### config.mk
export PLATFORM = sky130hd
export DESIGN_NAME = pwcc_ctrl
export DESIGN_NICKNAME = d
export VERILOG_FILES = /design/src/hw/rtl/pwcc_pkg.sv /design/src/hw/rtl/pwcc_ctrl.sv
export SDC_FILE = /design/constraint.sdc
export NUM_CORES = 1
export LEC_CHECK = 0
export BUFFER_PORTS_ARGS = -buffer_cell sky130_fd_sc_hd__buf_4
export CAP_MARGIN = 20
export CORE_AREA = 5 5 42 44
export CTS_CLUSTER_SIZE = 16
export DETAILED_ROUTE_END_ITERATION = 10
export DIE_AREA = 0 0 47 49
export PLACE_DENSITY_LB_ADDON = 0.1
export SLEW_MARGIN = 10
export SYNTH_ARGS = -nofsm -noshare
export SYNTH_HDL_FRONTEND = slang
export SYNTH_SLANG_ARGS = --single-unit
### constraint.sdc
create_clock -name clk -period 1.55 [get_ports clk]
set_input_delay 0.2325 -clock clk [delete_from_list [all_inputs] [get_ports clk]]
set_output_delay 0.2325 -clock clk [all_outputs]
set_load 0.02 [all_outputs]
### src/hw/rtl/pwcc_pkg.sv
`default_nettype none

package pwcc_pkg;

	// default parameter values
	localparam int PARTICLES_DEF = 32;
	localparam int GRID_DIM_DEF  = 32;
	localparam int FRAC_BITS_DEF = 12;

	// field widths
	localparam int MODE_W  = 2;
	localparam int PART_W  = 5;
	localparam int STEP_W  = 16;
	localparam int CELL_W  = 5;
	localparam int POS_W   = 24;
	localparam int COUNT_W = 32;

	// input tdata layout, mode travels in tuser
	localparam int IN_PART_LO   = 0;
	localparam int IN_STEPX_LO  = IN_PART_LO + PART_W;
	localparam int IN_STEPY_LO  = IN_STEPX_LO + STEP_W;
	localparam int IN_CELLX_LO  = IN_STEPY_LO + STEP_W;
	localparam int IN_CELLY_LO  = IN_CELLX_LO + CELL_W;
	localparam int IN_BITS      = IN_CELLY_LO + CELL_W;
	localparam int IN_DATA_W    = ((IN_BITS + 7) / 8) * 8;

	// output tdata layout
	localparam int OUT_POSX_LO  = 0;
	localparam int OUT_POSY_LO  = OUT_POSX_LO + POS_W;
	localparam int OUT_HIT_LO   = OUT_POSY_LO + POS_W;
	localparam int OUT_COUNT_LO = OUT_HIT_LO + 1;
	localparam int OUT_BITS     = OUT_COUNT_LO + COUNT_W;
	localparam int OUT_DATA_W   = ((OUT_BITS + 7) / 8) * 8;

	// configuration registers
	localparam int CFG_IDX_W  = 2;
	localparam int CFG_DATA_W = 24;
	localparam int EXTENT_W   = 6;
	localparam int RADIUS_W   = 24;
	localparam int START_W    = 17;

	localparam logic [CFG_IDX_W-1:0] REG_GRID_EXTENT = 2'd0;
	localparam logic [CFG_IDX_W-1:0] REG_RADIUS_SQ   = 2'd1;
	localparam logic [CFG_IDX_W-1:0] REG_START_POS   = 2'd2;

	localparam logic [EXTENT_W-1:0] EXTENT_RST = 6'd21;
	localparam logic [RADIUS_W-1:0] RADIUS_RST = 24'd4194304;
	localparam logic [START_W-1:0]  START_RST  = 17'd40960;

	// position at reset, in grid units
	localparam int POS_INIT_UNITS = 10;

	// mode codes
	localparam logic [MODE_W-1:0] MODE_MOVE  = 2'd0;
	localparam logic [MODE_W-1:0] MODE_READ  = 2'd1;
	localparam logic [MODE_W-1:0] MODE_PLACE = 2'd2;

	typedef enum logic [1:0] {
		KIND_NONE,
		KIND_MOVE,
		KIND_READ,
		KIND_PLACE
	} kind_t;

	typedef enum logic [2:0] {
		ST_CLEAR,
		ST_IDLE,
		ST_ADD,
		ST_ROUND,
		ST_SQUARE,
		ST_CMP,
		ST_INC,
		ST_DONE
	} state_t;

	typedef struct packed {
		logic accept;
		logic clr;
		logic add;
		logic round;
		logic square;
		logic cmp;
		logic inc;
		logic load;
	} ctrl_cmd_t;

	typedef struct packed {
		kind_t kind_in;
		kind_t kind_q;
		logic  clr_last;
		logic  out_free;
	} dp_stat_t;

endpackage

`default_nettype wire

### src/hw/rtl/pwcc_ctrl.sv
`default_nettype none

module pwcc_ctrl (
	input  wire logic                clk,
	input  wire logic                arst_n,
	input  wire logic                s_tvalid,
	input  wire pwcc_pkg::dp_stat_t  stat,
	output logic                     s_tready,
	output pwcc_pkg::ctrl_cmd_t      cmd
);

	pwcc_pkg::state_t state_q;
	pwcc_pkg::state_t state_nxt;

	always_ff @(posedge clk or negedge arst_n) begin
		if (!arst_n) begin
			state_q <= pwcc_pkg::ST_CLEAR;
		end else begin
			state_q <= state_nxt;
		end
	end

	always_comb begin
		state_nxt = state_q;
		unique case (state_q)
			pwcc_pkg::ST_CLEAR: begin
				if (stat.clr_last) begin
					state_nxt = pwcc_pkg::ST_IDLE;
				end
			end
			pwcc_pkg::ST_IDLE: begin
				if (s_tvalid) begin
					if (stat.kind_in == pwcc_pkg::KIND_MOVE ||
					    stat.kind_in == pwcc_pkg::KIND_PLACE) begin
						state_nxt = pwcc_pkg::ST_ADD;
					end else begin
						state_nxt = pwcc_pkg::ST_DONE;
					end
				end
			end
			pwcc_pkg::ST_ADD: begin
				if (stat.kind_q == pwcc_pkg::KIND_MOVE) begin
					state_nxt = pwcc_pkg::ST_ROUND;
				end else begin
					state_nxt = pwcc_pkg::ST_DONE;
				end
			end
			pwcc_pkg::ST_ROUND:  state_nxt = pwcc_pkg::ST_SQUARE;
			pwcc_pkg::ST_SQUARE: state_nxt = pwcc_pkg::ST_CMP;
			pwcc_pkg::ST_CMP:    state_nxt = pwcc_pkg::ST_INC;
			pwcc_pkg::ST_INC:    state_nxt = pwcc_pkg::ST_DONE;
			pwcc_pkg::ST_DONE: begin
				if (stat.out_free) begin
					state_nxt = pwcc_pkg::ST_IDLE;
				end
			end
			default: state_nxt = pwcc_pkg::ST_CLEAR;
		endcase
	end

	always_comb begin
		cmd      = '0;
		s_tready = 1'b0;
		unique case (state_q)
			pwcc_pkg::ST_CLEAR:  cmd.clr = 1'b1;
			pwcc_pkg::ST_IDLE: begin
				s_tready   = 1'b1;
				cmd.accept = s_tvalid;
			end
			pwcc_pkg::ST_ADD:    cmd.add = 1'b1;
			pwcc_pkg::ST_ROUND:  cmd.round = 1'b1;
			pwcc_pkg::ST_SQUARE: cmd.square = 1'b1;
			pwcc_pkg::ST_CMP:    cmd.cmp = 1'b1;
			pwcc_pkg::ST_INC:    cmd.inc = 1'b1;
			pwcc_pkg::ST_DONE:   cmd.load = stat.out_free;
			default: ;
		endcase
	end

endmodule

`default_nettype wire

Word level (Yosys, flattened, before mapping)
Index checks and enable logic that the tools add are counted.
{ "op_classes": {"eq_ne": 13, "n_mux": 15, "n_reduce_logical": 3} }
{ "ops": {"columns": ["operator", "n"], "rows": [
  ["$pmux W3 S8", 1],
  ["$mux W3", 5],
  ["$eq A3 B3 Y1 const B", 4],
  ["$mux W1", 9],
  ["$eq A3 B2 Y1 const B", 2],
  ["$ne A2 B2 Y1 const B", 3],
  ["$eq A2 B1 Y1 const B", 2],
  ["$eq A3 B1 Y1 const B", 1],
  ["$logic_not A3 Y1", 1],
  ["$reduce_and A3 Y1", 1],
  ["$eq A2 B2 Y1 const B", 1],
  ["$logic_or A1 B1 Y1", 1]
]} }
{ "word_totals": {"regBits": 3, "in_bits": 9, "word_cells": 32} }

Logic depth before layout (Yosys ltp)
{ "depth": {"ltp_word": 5, "depth_mapped": 4} }

Worst setup path before layout
OpenSTA, ideal clock, no wires.
{ "synth_timing": {"path_type": "register to output", "start": "reg state_q[1]", "end": "out cmd[7] in the netlist's numbering", "t_arrival_ps": 1221, "required_ps": 1317, "path_slack_ps": 97, "path_stages_with_launch": 4, "cell_sequence": "dfrtp_1 or2b_1 nor2_1 and2_1"} }
{ "synth_lines": {"columns": ["item", "line", "rtl"], "rows": [
  ["start: declaration", "pwcc_ctrl.sv:12", "pwcc_pkg::state_t state_q;"],
  ["start signal: assignment", "pwcc_ctrl.sv:17", "state_q <= pwcc_pkg::ST_CLEAR;"],
  ["start signal: assignment", "pwcc_ctrl.sv:19", "state_q <= state_nxt;"],
  ["end: declaration", "pwcc_ctrl.sv:9", "output pwcc_pkg::ctrl_cmd_t cmd"]
]} }

==> run_results.csv <==
group,metric,value,unit
layout,layout_commonest_cell,"buf_4",
placed_design,dpl-instance-area,394,µm²
timing,post-route-period-util,95.8,%
placed_design,place_ws,0.218,ns
min_path,worstHoldEndpoint,"state_q[0]",
critical_path,cp.arrival,1.25,ns
layout,top_regs,"state_q (3)",
timing,finalClockSkew,0.00242,ns
global_routing,antenna_found_initial,0,
timing,finalSetupViolations,0,
placed_design,port_buffers,16,
min_path,worstHoldPathCells,4,
global_routing,first_global_vias,307,
synth,ys_seq_elements,3,
synth,synthesis.area,253,µm²
global_routing,grtUsageTotal,7.12,%
floorplanning,num_rows,14,
layout,fin_util,32.0,%
pwr,p_switching,0.353,mW
clock_network,cts_tree,"built",
floorplanning,coreArea,1400,µm²
timing,hold_slack,0.323,ns
timing,fmax,0.673,GHz
synth,ys_warn_count,0,
clock_network,cts.path.max_buffers,2,
detailed_routing,drt-pass1-iter-count,4,
pwr,irDropWorstVdd,516,µV
pwr,p_clk_share,16.6,%
clock_network,clock-sinks,3,
timing,grt_setup_unrepaired,"yes",
critical_path,cp-end-kind,"primary output",
critical_path,r2r_start,"state_q[1]",
detailed_routing,routed_via_density,4.15,
timing,hold_violations,0,
synth,syn_nets,45,
layout,largest_reg_flops,3,
timing,period_minus_slack,1.49,ns
placed_design,dp_hpwl,607,µm
synth,post-synth-top-area-cell,"dfrtp_1",
floorplanning,die-area,2300,µm²
pwr,power.total,0.805,mW
pwr,power_leakage,0.222,nW
layout,max_flop_register,"state_q",
timing,drv_slew,0,
detailed_routing,first_iter_violations,3,
clock_network,clockRootBuffer,"clkbuf_4",
critical_path,crit_type,"reg2out",
layout,final_area,448,µm²
layout,final_cell_mix,"buf_4, nor2_1, inv_1, clkbuf_4",
clock_network,htreeDepth,1,
critical_path,cp-start-kind,"flop",
detailed_routing,routed_wl,739,µm
layout,nets,68,
synth,synth_top_area_share,29.7,%
detailed_routing,drc,0,
pwr,p_seq_share,18.5,%
detailed_routing,wire_per_inst,9.99,µm
pwr,power.internal,0.452,mW
timing,maxSlewHeadroom,84.8,%
synth,ys_types,18,
timing,fin_ws,0.0650,ns
run,max-cap-violations,0,
synth,syn_area_per_cell,7.02,µm²
synth,netlist_instances,36,
detailed_routing,ant_nets,0,
floorplanning,start_util,18.0,%
critical_path,worstPathRequired,1.32,ns
floorplanning,die-width,47,µm
placed_design,place.gp.congestion,0.695,
synth,synth-seq-area-share,29.7,%
pwr,p_per_area,1800,nW/µm²
timing,worst_slew_pin_slew,0.226,ns
detailed_routing,vias,307,
pwr,p_comb_share,64.9,%
layout,syn2layout_area_growth,77.2,%
layout,drive_gt1_share,46.6,%
layout,antenna-diode-count,0,
floorplanning,die_h,49,µm
floorplanning,io_pins,18,
min_path,min_path_type,"in2reg",
global_routing,grt_overflow_total,0,
global_routing,grt_max_degree,13,
global_routing,grt_pass1_wl,1.20,mm
clock_network,clk_pin_slew,0.03,ns
critical_path,r2r-end,"state_q[0]",
critical_path,crit_fanout,5,
critical_path,ff2ff_path_depth,4,
clock_network,clk_latency,0.23,ns
min_path,min_from,"stat[4]",
critical_path,rrSetupSlack,0.36,ns
pwr,switching_share,43.8,%
clock_network,numCtsBuffers,3,
synth,synthTopCellsByArea,"dfrtp_1, nor2_1, nor3b_1",
outcome,status,"completed",
## cell families (layout without fill, tap and decap cells)
kind of cell	count (synthesis)	after routing	synth area share (%)
AND/OR/NAND/NOR	20	20	38.6
AO/OA/AOI/OAI	7	7	18.8
buffers and inverters	6	28	12.9
flip-flops	3	3	29.7
## metal layers
layer,global-route usage [%],part of all wire (%)
met5,0,0
met4,4.15,0
met3,2.58,13
met2,9.28,42
met1,9.69,45
## cell type report
class / count / area (µm²)
fillers: 172 / 953
repair buffers: 21 / 164
multi-input cells: 27 / 150
flip-flops and latches: 3 / 76.3
clock buffers: 4 / 26.3
well taps: 16 / 20.0
inverters: 3 / 11.3
## critical path, cell delays in order, from the launching register on
cell	delay, ns
dfrtp_2	0.39
or2b_1	0.28
nor2_2	0.11
and2_4	0.15
buf_6	0.10
## synthesized netlist by cell type
| master | n |
|---|---|
| and2_1 | 1 |
| nand3_1 | 1 |
| o221a_2 | 1 |
| buf_6 | 1 |
| nor2b_1 | 1 |
| a21oi_1 | 2 |
| or3_1 | 1 |
| nor3_1 | 2 |
| dfrtp_1 | 3 |
| or2b_1 | 1 |
| inv_1 | 3 |
| nor3b_1 | 2 |
| buf_2 | 2 |
| nand2_1 | 2 |
| o21ai_0 | 2 |
| o31ai_1 | 1 |
| a32oi_1 | 1 |
| nor2_1 | 9 |
## how the worst max path moves through the flow
stage	start	endpoint	slack, ns	cells after the start
floorplan	state_q[1]	cmd[7]	0.1	3
global placement	state_q[0]	cmd[7]	0.20	4
detailed placement	state_q[0]	cmd[7]	0.22	4
CTS	state_q[0]	cmd[7]	0.005	4
global route	state_q[0]	cmd[7]	-0.01	4
finish	state_q[0]	cmd[7]	0.06	4
## metrics by stage
| step | TNS, ns | cells |
|---|---|---|
| floorplan | 0 | 36 |
| global placement | 0 | 68 |
| detailed placement | 0 | 68 |
| CTS | 0 | 73 |
| global route | -0.0125 | 74 |
| finish | 0 | 74 |
## power groups by stage
stage,Clock [mW],Combinational [mW],Sequential (mW)
floorplan,0,0.342,0.131
global placement,0,0.508,0.152
detailed placement,0,0.506,0.150
CTS,0.141,0.509,0.152
global route,0.152,0.579,0.159
finish,0.133,0.523,0.149
## repair_timing
action	4_1_cts	5_1_grt
setup buffers	0	1
hold buffers	1	0
endpoints found under the hold margin	3	0
setup endpoints to repair	1	1
resized for setup	1	3
No activity file was read; power rests on OpenSTA's default activity.
